## src/rtl/spmt_pkg.sv

```systemverilog
`timescale 1ns / 1ps

package spmt_pkg;

   // default store depth and fixed field widths
   localparam int MAX_AXES_DEF = 6;
   localparam int IDX_W        = 48;
   localparam int REST_W       = IDX_W + 1;
   localparam int AXIS_W       = 31;
   localparam int SEL_W        = 3;
   localparam int CNT_W        = 3;
   localparam int DIV_STEPS    = IDX_W;
   localparam int DIV_CNT_W    = $clog2(DIV_STEPS);

   localparam logic OP_LOAD  = 1'b0;
   localparam logic OP_QUERY = 1'b1;

   typedef enum logic [2:0] {
      ST_IDLE,
      ST_SETUP,
      ST_DIV,
      ST_CHECK,
      ST_RESP
   } state_type;

   // controller to datapath
   typedef struct packed {
      logic capture;
      logic div_start;
      logic advance;
      logic set_verdict;
      logic verdict;
   } cmd_type;

   // datapath to controller
   typedef struct packed {
      logic is_load;
      logic rest_neg;
      logic rest_zero;
      logic axis_zero;
      logic step_zero;
      logic div_done;
      logic quot_ok;
   } status_type;

endpackage

```

## src/rtl/spmt_div.sv

```systemverilog
`timescale 1ns / 1ps

module spmt_div (
   input  logic                            clock,
   input  logic                            reset,
   input  logic                            start,
   input  logic [spmt_pkg::IDX_W-1:0]      dividend,
   input  logic [spmt_pkg::AXIS_W-1:0]     divisor,
   output logic                            done,
   output logic [spmt_pkg::IDX_W-1:0]      quotient,
   output logic [spmt_pkg::AXIS_W-1:0]     remainder
);

   // restoring divider, one quotient bit per cycle
   logic                              run_ff, run_in;
   logic                              done_ff, done_in;
   logic [spmt_pkg::DIV_CNT_W-1:0]    cnt_ff, cnt_in;
   logic [spmt_pkg::IDX_W-1:0]        dq_ff, dq_in;
   logic [spmt_pkg::AXIS_W-1:0]       rem_ff, rem_in;
   logic [spmt_pkg::AXIS_W-1:0]       dvs_ff, dvs_in;

   logic [spmt_pkg::AXIS_W:0]         r_try;
   logic [spmt_pkg::AXIS_W+1:0]       diff;
   logic                              ge;

   always_comb begin
      r_try = {rem_ff, dq_ff[spmt_pkg::IDX_W-1]};
      diff  = {1'b0, r_try} - {2'b00, dvs_ff};
      ge    = ~diff[spmt_pkg::AXIS_W+1];
   end

   always_comb begin
      run_in  = run_ff;
      done_in = 1'b0;
      cnt_in  = cnt_ff;
      dq_in   = dq_ff;
      rem_in  = rem_ff;
      dvs_in  = dvs_ff;
      if (start) begin
         run_in = 1'b1;
         cnt_in = '0;
         dq_in  = dividend;
         rem_in = '0;
         dvs_in = divisor;
      end else if (run_ff) begin
         dq_in  = {dq_ff[spmt_pkg::IDX_W-2:0], ge};
         rem_in = ge ? diff[spmt_pkg::AXIS_W-1:0] : r_try[spmt_pkg::AXIS_W-1:0];
         cnt_in = cnt_ff + 1'b1;
         if (cnt_ff == spmt_pkg::DIV_CNT_W'(spmt_pkg::DIV_STEPS - 1)) begin
            run_in  = 1'b0;
            done_in = 1'b1;
         end
      end
   end

   always_ff @(posedge clock) begin
      if (reset) begin
         run_ff  <= 1'b0;
         done_ff <= 1'b0;
         cnt_ff  <= '0;
      end else begin
         run_ff  <= run_in;
         done_ff <= done_in;
         cnt_ff  <= cnt_in;
      end
      dq_ff  <= dq_in;
      rem_ff <= rem_in;
      dvs_ff <= dvs_in;
   end

   assign done      = done_ff;
   assign quotient  = dq_ff;
   assign remainder = rem_ff;

endmodule

```

## src/rtl/spmt_dp.sv

```systemverilog
`timescale 1ns / 1ps

module spmt_dp #(
   parameter int MAX_AXES = spmt_pkg::MAX_AXES_DEF
) (
   input  logic                                clock,
   input  logic                                reset,
   input  spmt_pkg::cmd_type                   cmd,
   output spmt_pkg::status_type                status,
   input  logic                                req_op,
   input  logic [spmt_pkg::SEL_W-1:0]          req_axis_select,
   input  logic [spmt_pkg::AXIS_W-1:0]         req_axis_size,
   input  logic [spmt_pkg::AXIS_W-1:0]         req_axis_step,
   input  logic signed [spmt_pkg::IDX_W-1:0]   req_pattern_offset,
   input  logic [spmt_pkg::CNT_W-1:0]          req_axis_count,
   input  logic signed [spmt_pkg::IDX_W-1:0]   req_query_index,
   output logic                                rsp_is_member,
   output logic                                rsp_was_query
);

   localparam int AXW = $clog2(MAX_AXES + 1);
   localparam int IXW = (MAX_AXES > 1) ? $clog2(MAX_AXES) : 1;

   logic [spmt_pkg::AXIS_W-1:0]      size_ff [MAX_AXES];
   logic [spmt_pkg::AXIS_W-1:0]      step_ff [MAX_AXES];

   logic signed [spmt_pkg::REST_W-1:0] rest_ff, rest_in;
   logic [AXW-1:0]                   axis_ff, axis_in;
   logic                             member_ff, member_in;
   logic                             query_ff, query_in;

   logic [AXW-1:0]                   axis_m1;
   logic [IXW-1:0]                   rd_idx;
   logic [spmt_pkg::AXIS_W-1:0]      size_rd;
   logic [spmt_pkg::AXIS_W-1:0]      step_rd;
   logic                             wr_en;

   logic                             div_done;
   logic [spmt_pkg::IDX_W-1:0]       quot;
   logic [spmt_pkg::AXIS_W-1:0]      remd;

   assign axis_m1 = axis_ff - 1'b1;
   assign rd_idx  = axis_m1[IXW-1:0];
   assign size_rd = size_ff[rd_idx];
   assign step_rd = step_ff[rd_idx];
   assign wr_en   = cmd.capture && (req_op == spmt_pkg::OP_LOAD)
                    && (32'(req_axis_select) < 32'(MAX_AXES));

   spmt_div u_div (
      .clock     (clock),
      .reset     (reset),
      .start     (cmd.div_start),
      .dividend  (rest_ff[spmt_pkg::IDX_W-1:0]),
      .divisor   (step_rd),
      .done      (div_done),
      .quotient  (quot),
      .remainder (remd)
   );

   always_comb begin
      rest_in   = rest_ff;
      axis_in   = axis_ff;
      member_in = member_ff;
      query_in  = query_ff;
      if (cmd.capture) begin
         member_in = 1'b0;
         query_in  = (req_op == spmt_pkg::OP_QUERY);
         rest_in   = spmt_pkg::REST_W'(req_query_index)
                     - spmt_pkg::REST_W'(req_pattern_offset);
         axis_in   = (32'(req_axis_count) > 32'(MAX_AXES)) ? AXW'(MAX_AXES)
                                                           : AXW'(req_axis_count);
      end else if (cmd.advance) begin
         rest_in = spmt_pkg::REST_W'(remd);
         axis_in = axis_m1;
      end
      if (cmd.set_verdict) begin
         member_in = cmd.verdict;
      end
   end

   always_ff @(posedge clock) begin
      rest_ff   <= rest_in;
      axis_ff   <= axis_in;
      member_ff <= member_in;
      query_ff  <= query_in;
      if (wr_en) begin
         size_ff[req_axis_select[IXW-1:0]] <= req_axis_size;
         step_ff[req_axis_select[IXW-1:0]] <= req_axis_step;
      end
   end

   always_comb begin
      status.is_load   = (req_op == spmt_pkg::OP_LOAD);
      status.rest_neg  = rest_ff[spmt_pkg::REST_W-1];
      status.rest_zero = (rest_ff == '0);
      status.axis_zero = (axis_ff == '0);
      status.step_zero = (step_rd == '0);
      status.div_done  = div_done;
      status.quot_ok   = (quot[spmt_pkg::IDX_W-1:spmt_pkg::AXIS_W] == '0)
                         && (quot[spmt_pkg::AXIS_W-1:0] < size_rd);
   end

   assign rsp_is_member = member_ff;
   assign rsp_was_query = query_ff;

endmodule

```

## src/rtl/spmt_ctrl.sv

```systemverilog
`timescale 1ns / 1ps

module spmt_ctrl (
   input  logic                  clock,
   input  logic                  reset,
   input  logic                  start,
   input  spmt_pkg::status_type  status,
   output spmt_pkg::cmd_type     cmd,
   output logic                  busy,
   output logic                  rsp_valid
);

   spmt_pkg::state_type state_ff, state_in;

   always_comb begin
      state_in = state_ff;
      case (state_ff)
         spmt_pkg::ST_IDLE: begin
            if (start) begin
               state_in = status.is_load ? spmt_pkg::ST_RESP : spmt_pkg::ST_SETUP;
            end
         end
         spmt_pkg::ST_SETUP: begin
            if (status.rest_neg || status.axis_zero || status.step_zero) begin
               state_in = spmt_pkg::ST_RESP;
            end else begin
               state_in = spmt_pkg::ST_DIV;
            end
         end
         spmt_pkg::ST_DIV: begin
            if (status.div_done) begin
               state_in = spmt_pkg::ST_CHECK;
            end
         end
         spmt_pkg::ST_CHECK: begin
            state_in = status.quot_ok ? spmt_pkg::ST_SETUP : spmt_pkg::ST_RESP;
         end
         spmt_pkg::ST_RESP: begin
            state_in = spmt_pkg::ST_IDLE;
         end
         default: begin
            state_in = spmt_pkg::ST_IDLE;
         end
      endcase
   end

   always_comb begin
      cmd       = '0;
      busy      = 1'b1;
      rsp_valid = 1'b0;
      case (state_ff)
         spmt_pkg::ST_IDLE: begin
            busy        = 1'b0;
            cmd.capture = start;
         end
         spmt_pkg::ST_SETUP: begin
            // negative rest can never reach zero
            if (status.rest_neg) begin
               cmd.set_verdict = 1'b1;
               cmd.verdict     = 1'b0;
            end else if (status.axis_zero) begin
               cmd.set_verdict = 1'b1;
               cmd.verdict     = status.rest_zero;
            end else if (status.step_zero) begin
               cmd.set_verdict = 1'b1;
               cmd.verdict     = 1'b0;
            end else begin
               cmd.div_start = 1'b1;
            end
         end
         spmt_pkg::ST_DIV: begin
            cmd = '0;
         end
         spmt_pkg::ST_CHECK: begin
            if (status.quot_ok) begin
               cmd.advance = 1'b1;
            end else begin
               cmd.set_verdict = 1'b1;
               cmd.verdict     = 1'b0;
            end
         end
         spmt_pkg::ST_RESP: begin
            rsp_valid = 1'b1;
         end
         default: begin
            busy = 1'b1;
         end
      endcase
   end

   always_ff @(posedge clock) begin
      if (reset) begin
         state_ff <= spmt_pkg::ST_IDLE;
      end else begin
         state_ff <= state_in;
      end
   end

endmodule

```

## src/rtl/strided_pattern_membership_test_top.sv

```systemverilog
`timescale 1ns / 1ps

// strided pattern membership test. a beat is taken when start is high and busy
// is low; every beat yields exactly one result, shown for a single cycle with
// rsp_valid high, and the receiver cannot stall it, so it must sample on that
// edge. a load beat (req_op 0) writes size and stride of one axis, if the select
// is within the store depth, and is acknowledged in the cycle right after
// acceptance with rsp_was_query 0. a query beat walks the axes from the top
// down until the walk ends, and each axis passes through setup, the shared
// bit-serial divider with its done flag, and the range check; a failed range
// check ends the walk at once.
// a query that reads an axis never loaded gives an undefined answer.
module strided_pattern_membership_test_top #(
   parameter int MAX_AXES = spmt_pkg::MAX_AXES_DEF
) (
   input  logic                                clock,
   input  logic                                reset,
   // request beat
   input  logic                                start,
   output logic                                busy,
   input  logic                                req_op,
   input  logic [spmt_pkg::SEL_W-1:0]          req_axis_select,
   input  logic [spmt_pkg::AXIS_W-1:0]         req_axis_size,
   input  logic [spmt_pkg::AXIS_W-1:0]         req_axis_step,
   input  logic signed [spmt_pkg::IDX_W-1:0]   req_pattern_offset,
   input  logic [spmt_pkg::CNT_W-1:0]          req_axis_count,
   input  logic signed [spmt_pkg::IDX_W-1:0]   req_query_index,
   // response beat
   output logic                                rsp_valid,
   output logic                                rsp_is_member,
   output logic                                rsp_was_query
);

   // command and status between sequencer and datapath
   spmt_pkg::cmd_type    cmd;
   spmt_pkg::status_type status;

   // sequencer: walks axes from the top down, one division each
   spmt_ctrl u_ctrl (
      .clock     (clock),
      .reset     (reset),
      .start     (start),
      .status    (status),
      .cmd       (cmd),
      .busy      (busy),
      .rsp_valid (rsp_valid)
   );

   // datapath: axis store, running remainder, divider, verdict
   spmt_dp #(
      .MAX_AXES (MAX_AXES)
   ) u_dp (
      .clock              (clock),
      .reset              (reset),
      .cmd                (cmd),
      .status             (status),
      .req_op             (req_op),
      .req_axis_select    (req_axis_select),
      .req_axis_size      (req_axis_size),
      .req_axis_step      (req_axis_step),
      .req_pattern_offset (req_pattern_offset),
      .req_axis_count     (req_axis_count),
      .req_query_index    (req_query_index),
      .rsp_is_member      (rsp_is_member),
      .rsp_was_query      (rsp_was_query)
   );

endmodule

```

## config.mk

```make
export PLATFORM = sky130hd
export DESIGN_NAME = strided_pattern_membership_test_top
export DESIGN_NICKNAME = d
export VERILOG_FILES = /design/src/rtl/spmt_pkg.sv /design/src/rtl/spmt_div.sv /design/src/rtl/spmt_dp.sv /design/src/rtl/spmt_ctrl.sv /design/src/rtl/strided_pattern_membership_test_top.sv
export SDC_FILE = /design/constraint.sdc
export NUM_CORES = 1
export LEC_CHECK = 0
export ABC_CLOCK_PERIOD_IN_PS = 24200
export BUFFER_PORTS_ARGS = -buffer_cell sky130_fd_sc_hd__buf_2
export CAP_MARGIN = 0
export CORE_MARGIN = 2
export CORE_UTILIZATION = 40
export CTS_CLUSTER_DIAMETER = 100
export DETAILED_ROUTE_END_ITERATION = 12
export GPL_ROUTABILITY_DRIVEN = 0
export SLEW_MARGIN = 40
export SYNTH_ARGS = -nofsm -noshare
export SYNTH_HDL_FRONTEND = slang
export SYNTH_SLANG_ARGS = --single-unit
```

## constraint.sdc

```tcl
create_clock -name clock -period 24.2 [get_ports clock]
set_clock_uncertainty 0.15 [all_clocks]
set_input_delay 6.05 -clock clock [delete_from_list [all_inputs] [get_ports clock]]
set_output_delay 6.05 -clock clock [all_outputs]
set_load 0.01 [all_outputs]
```

==> results of run 1 <==
## routing by layer
metal  GRT usage (%)  vias to the layer above  wire (um)
met5               0                        -         20
met4            4.57                        4       1280
met3            4.18                       85       4940
met2            29.9                      551      29700
met1            27.1                     8559      29800
li1                -                     8084          -
## logic make-up after synthesis
family                   after synthesis  share of synthesized area, %
AND/OR/NAND/NOR                      580                          10.0
flip-flops                           547                          60.7
AO/OA/AOI/OAI                        411                          9.95
buffers and inverters                188                          3.07
multiplexers                         149                          8.60
adder cells (fa/ha/maj)              114                          5.46
XOR/XNOR                              67                          2.22
## power by group through the flow
stage          Combinational [mW]  Sequential [mW]  Clock (mW)
2_1_floorplan               0.513             1.16           0
3_3_place_gp                0.671             1.19           0
3_5_place_dp                0.682             1.19           0
4_1_cts                     0.686             1.17       0.926
5_1_grt                     0.765             1.17       0.961
6_report                    0.689             1.17       0.910
## cells in the final DEF, fill, tap and decap left out, drive strengths merged, types with 4 or more instances in the layout
cell / n
a31o: 4
a21o: 39
xnor2: 41
a211o: 4
nand3: 17
o31ai: 6
nor3: 24
nor3b: 4
nand2: 265
mux2i: 85
nand2b: 20
nor4: 32
nor2: 131
and2: 7
dfxtp: 42
or2: 5
xor2: 26
or3: 5
or4: 8
ha: 112
o21bai: 9
a211oi: 32
buf: 197
a31oi: 14
and3: 7
a21oi: 124
a21boi: 5
o211ai: 12
clkbuf: 76
clkinv: 16
nor2b: 14
mux4: 62
bufinv: 10
inv: 104
edfxtp: 505
o21a: 17
nand4: 28
nor4b: 6
o21ai: 117
## critical path: cells and delay by family
kind                       cells  cell delay (ns)
xor gates and xnor gates       1             0.17
buffers and inverters          1             0.10
and+or+nand+nor                3             0.50
AOI/OAI and AO/OA              6             1.51
adders and majority gates      2             0.64
## area by class of cell
cell class                 count  area [um^2]
antenna                        1         2.50
clock buffer                  76         1540
clock inverter                28          408
fill                        5840        35300
inverter                     104          392
multi-input combinational   1321         9650
sequential                   547        16000
tap                          864         1080
timing repair buffer         197         1100
## sequential cells by signal, summed over array words and instances, names as in the netlist
signal                cells
u_dp.u_div.quotient      48
u_dp.u_div.remainder     31
u_dp.u_div.dvs_ff        31
u_dp.axis_ff              3
u_dp.rest_ff             49
u_dp.u_div.done           1
u_dp.step_ff            186
u_dp.u_div.run_ff         1
u_dp.rsp_is_member        1
u_dp.size_ff            186
u_dp.rsp_was_query        1
u_dp.u_div.cnt_ff         6
u_ctrl.state_ff           3
## path summary, 6_finish.rpt
kind / startpoint / cells past startpoint / slack (ns) / to
worst min register to register: u_dp.u_div.cnt_ff[4] / 1 / 0.36 / u_dp.u_div.done
worst min-delay path: u_dp.u_div.cnt_ff[4] / 1 / 0.36 / u_dp.u_div.done
worst max-delay path: req_pattern_offset[0] / 13 / 15.41 / u_dp.rest_ff[42]
worst max register to register: u_dp.axis_ff[0] / 14 / 17.81 / u_dp.u_div.quotient[8]
## metrics by stage
| stage | util [%] | std cells | worst slack [ns] | hold WS [ns] |
|---|---|---|---|---|
| after floorplan | - | 2056 | 10.46 | 0.300 |
| after global placement | 43.0 | 3032 | 14.88 | 0.344 |
| after detailed placement | 43.0 | 3032 | 14.88 | 0.343 |
| after CTS | 46.0 | 3136 | 15.52 | 0.355 |
| after global routing | 46.1 | 3137 | 15.23 | 0.382 |
| final | 46.1 | 3138 | 15.41 | 0.359 |
==> results.json, run 1 <==
{
  "status": "complete, no violations",
  "timing.final.crit_share_pct": 36.3,
  "cts.path.max_buffers": 3,
  "dp_hpwl_um": 45200,
  "pwr-share-comb_pct": 24.9,
  "vias": 17283,
  "grt_pass1_vias": 17150,
  "path_common_cell": "o21a_1",
  "nNetsFinal": 2509,
  "area_growth_pct": 14.4,
  "fmax_ghz": 0.114,
  "cts_tree": "yes",
  "cts_setup_buffers": 0,
  "worst_ep_arrival_time_ns": 8.98,
  "synth.net_count": 2338,
  "start_util_pct": 40.3,
  "synth_area_leaders": "edfxtp_1 (57%), ha_1 (5.3%), mux4_2 (5.3%), nand2_1 (3.8%), mux2i_1 (3.2%)",
  "synth-edff-count": 505,
  "hold_viol": 0,
  "synth_top_area_share_pct": 57.5,
  "antenna_left": 0,
  "clockRootBuffer": "clkbuf_16",
  "p_int_mw": 1.94,
  "wirelength_um": 65800,
  "worstPathRequired_ns": 24.39,
  "yosys_warnings": 0,
  "ys_types": 72,
  "via_per_inst": 5.51,
  "drc": 0,
  "yosysTopAreaCell": "edfxtp_1",
  "seq_power_share_pct": 42.2,
  "tightest_slew_ns": 0.801,
  "die_h_um": 261,
  "grt_remaining_overflow": 0,
  "worstPathCellList": "buf_2 -> ha_1 -> fa_1 -> nor2b_1 -> o21a_1 -> o21a_1 -> o21a_1 -> o2111ai_1 -> and3_1 -> o31ai_1 -> a221oi_1 -> xor2_1 -> nor2_1",
  "crit_slowest_cell": "fa_1",
  "place_area_um2": 28200,
  "synth_ff_type": "edfxtp_1",
  "drt_pass1_iterations": 5,
  "synth.avg_cell_area_um2": 12.8,
  "synth.most_common_cell": "edfxtp_1",
  "yosys-top-cells-count": "edfxtp_1 (505), nand2_1 (265), nor2_1 (131)",
  "die_area_um2": 68000,
  "drv_cap": 0,
  "switching_share_pct": 29.7,
  "finalSetupViolCount": 0,
  "slew_viol_final": 0,
  "total_power_mw": 2.77,
  "crit_fanout": 7,
  "io_pins": 172,
  "grt_use_total_pct": 19.1,
  "slew_headroom_pct": 46.4,
  "path_class": "input port to register",
  "die_w_um": 261,
  "grt_antenna_before_repair": 3,
  "holdCritPathClass": "register to register",
  "p_sw_mw": 0.822,
  "end_kind": "register",
  "ctsResizeCount": 0,
  "start_kind": "input port",
  "core_area_um2": 65500,
  "numCtsBuffers": 56,
  "drt_iter0_drc": 1442,
  "async_flop_share_pct": 0,
  "netlist_instances": 2056,
  "peakVddDrop_mv": 0.0588,
  "postCtsHoldBufs": 0,
  "max_stage_delay_ns": 0.42,
  "htreeDepth": 2,
  "clk_pin_slew_ns": 0.06,
  "ys_seq_area_share_pct": 60.7,
  "powerDensity_nw_per_um2": 91.7,
  "ys_ff_latch": 547,
  "p_leak_nw": 11.4,
  "grt_pass1_wl_um": 99200,
  "timing.setup.tns_ns": 0,
  "drive_gt1_share_pct": 17.3,
  "insertion_delay_ns": 0.61,
  "wl_per_cell_um": 21.0,
  "fp-row-count": 94,
  "port_buffers": 171,
  "cts.sinks": 547,
  "rsz0062_at_grt": "false",
  "final_cell_area_um2": 30200,
  "min_period_ns": 8.79,
  "grt_max_degree": 78,
  "synth_area_um2": 26400,
  "clockPowerShare_pct": 32.9
}
Note: power is estimated with default switching activity, not from simulation.
==> inputs of run 2 (changes only) <==
Settings changed: ABC_CLOCK_PERIOD_IN_PS 24200 to 7350.
Clock period 24.2 ns to 7.35 ns, I/O delays scaled along.
==> run 2 against run 1 <==
Critical path depth down 1. Sequential share of layout area grew 0.26 points. Non-clock buffer count unchanged. Largest cell class unchanged. Sequential power grew to 3.3 times the previous value. First-iteration DRC count increased by 5.2%. Power grew to 3.2 times the previous value. Hold slack worse by 0.0085 ns. Worst setup slack got worse by 14 ns. Utilization shrank 0.22 points. Clock power grew to 3.1 times the previous value. Final cell count fell by 0.16%.
==> results.json, run 2 (synthesis results as in run 1) <==
{
  "status": "complete, no violations",
  "start_util_pct": 40.3,
  "ctsResizeCount": 0,
  "insertion_delay_ns": 0.61,
  "max_stage_delay_ns": 0.71,
  "timing.rr.end": "u_dp.u_div.remainder[3]",
  "place_ws_ns": 1.76,
  "mostFrequentLayoutCells": "edfxtp_1 (505), nand2_1 (264), buf_2 (171)",
  "final_cell_area_um2": 30000,
  "finalSetupViolCount": 0,
  "die_w_um": 261,
  "slew_viol_final": 0,
  "wirelength_um": 65400,
  "tightest_slew_ns": 0.850,
  "drt_iter0_drc": 1517,
  "p_leak_nw": 11.3,
  "fmax_ghz": 0.178,
  "via_per_inst": 5.49,
  "r2r_cells": 12,
  "path_class": "register to register",
  "final_common_cell": "edfxtp_1",
  "drt_pass1_iterations": 6,
  "nNetsFinal": 2506,
  "slew_headroom_pct": 43.3,
  "holdCritPathClass": "register to register",
  "min_period_ns": 5.61,
  "drive_gt1_share_pct": 17.4,
  "clockRootBuffer": "clkbuf_16",
  "clk_pin_slew_ns": 0.07,
  "start_kind": "register",
  "wl_per_cell_um": 20.9,
  "antenna_left": 0,
  "core_area_um2": 65500,
  "drc": 0,
  "peakVddDrop_mv": 0.166,
  "postCtsHoldBufs": 0,
  "die_area_um2": 68000,
  "grt_use_total_pct": 19.0,
  "critPathLaunch": "u_dp.axis_ff[0]",
  "cts_tree": "yes",
  "cts.sinks": 547,
  "dp_hpwl_um": 46000,
  "drv_cap": 0,
  "timing.final.crit_share_pct": 76.4,
  "io_pins": 172,
  "worst_ep_arrival_time_ns": 5.97,
  "grt_remaining_overflow": 0,
  "cts.path.max_buffers": 3,
  "area_growth_pct": 13.9,
  "crit_fanout": 55,
  "fin_util_pct": 45.8,
  "fp-row-count": 94,
  "grt_antenna_before_repair": 6,
  "crit-reg2reg-launch": "u_dp.axis_ff[0]",
  "worstPathCellList": "inv_1 -> ha_2 -> buf_12 -> mux4_2 -> nor4_1 -> nand4_1 -> and3_1 -> o32ai_2 -> nand2b_2 -> clkinv_2 -> buf_4 -> a211oi_1",
  "grt_pass1_wl_um": 98900,
  "worstPathRequired_ns": 7.70,
  "numCtsBuffers": 53,
  "die_h_um": 261,
  "htreeDepth": 2,
  "rsz0062_at_grt": "false",
  "layout_setup_ws_ns": 1.74,
  "crit_slowest_cell": "ha_2",
  "place_area_um2": 28200,
  "endpoint": "u_dp.u_div.remainder[3]",
  "hold_viol": 0,
  "grt_pass1_vias": 16711,
  "end_kind": "register",
  "vias": 17195,
  "cts_setup_buffers": 0,
  "reg2reg_slack_ns": 1.74,
  "grt_max_degree": 84,
  "port_buffers": 171,
  "powerDensity_nw_per_um2": 297
}
==> run 2: cell count changes in the layout (fill, tap and decap cells not counted), sizes merged <==
| cell | delta |
|---|---|
| clkinv | +4 |
| clkinvlp | +3 |
| bufinv | -3 |
| inv | +3 |
| clkbuf | -12 |
==> run 2: layout make-up <==
type                            count  area, um^2
Clock buffer                       64        1430
Antenna cell                        1        2.50
Timing Repair Buffer              197        1080
Fill cell                        5828       35500
Inverter                          104         392
Sequential cell                   547       16000
Tap cell                          864        1080
Multi-Input combinational cell   1321        9670
Clock inverter                     35         373
==> run 2: power breakdown <==
group | switching [mW] | internal (mW) | total (mW)
logic | 1.34 | 0.930 | 2.27
clock network | 1.17 | 1.63 | 2.80
registers | 0.186 | 3.66 | 3.84
total | 2.69 | 6.22 | 8.91
==> run 2: worst min-delay path by stage <==
stage / startpoint / endpoint / slack (ns) / cells past startpoint
after floorplan: u_ctrl.state_ff[2] / u_ctrl.state_ff[1] / 0.30 / 1
after CTS: u_ctrl.state_ff[2] / u_ctrl.state_ff[1] / 0.34 / 1
after global routing: u_ctrl.state_ff[2] / u_ctrl.state_ff[1] / 0.37 / 1
after global placement: u_ctrl.state_ff[2] / u_ctrl.state_ff[1] / 0.33 / 1
after detailed placement: u_ctrl.state_ff[2] / u_ctrl.state_ff[1] / 0.33 / 1
final: u_ctrl.state_ff[2] / u_ctrl.state_ff[1] / 0.35 / 1
==> run 2: routing by layer <==
metal | up-vias | track usage [%] | part of all wire [%]
met5 | - | 0 | 0.11
met4 | 10 | 4.94 | 1.9
met3 | 92 | 4.21 | 7.8
met2 | 575 | 29.1 | 44
met1 | 8441 | 27.5 | 46
li1 | 8077 | - | -
==> run 2: worst max-delay path: cells and delay by family, from the launching register on <==
family	cells	cell delay (ns)
flops	1	0.39
buf+inv	4	1.57
simple gates	4	1.43
fa+ha+maj	1	0.71
mux	1	0.38
compound gates	2	0.73
==> run 2: per-stage QoR <==
step | power [mW] | hold WS, ns | setup TNS, ns | std cells
after floorplan | 5.51 | 0.300 | -476.94 | 2056
after global placement | 6.12 | 0.333 | 0 | 3033
after detailed placement | 6.16 | 0.327 | 0 | 3033
after CTS | 8.97 | 0.345 | 0 | 3132
after global routing | 9.34 | 0.371 | 0 | 3132
final | 8.91 | 0.350 | 0 | 3133
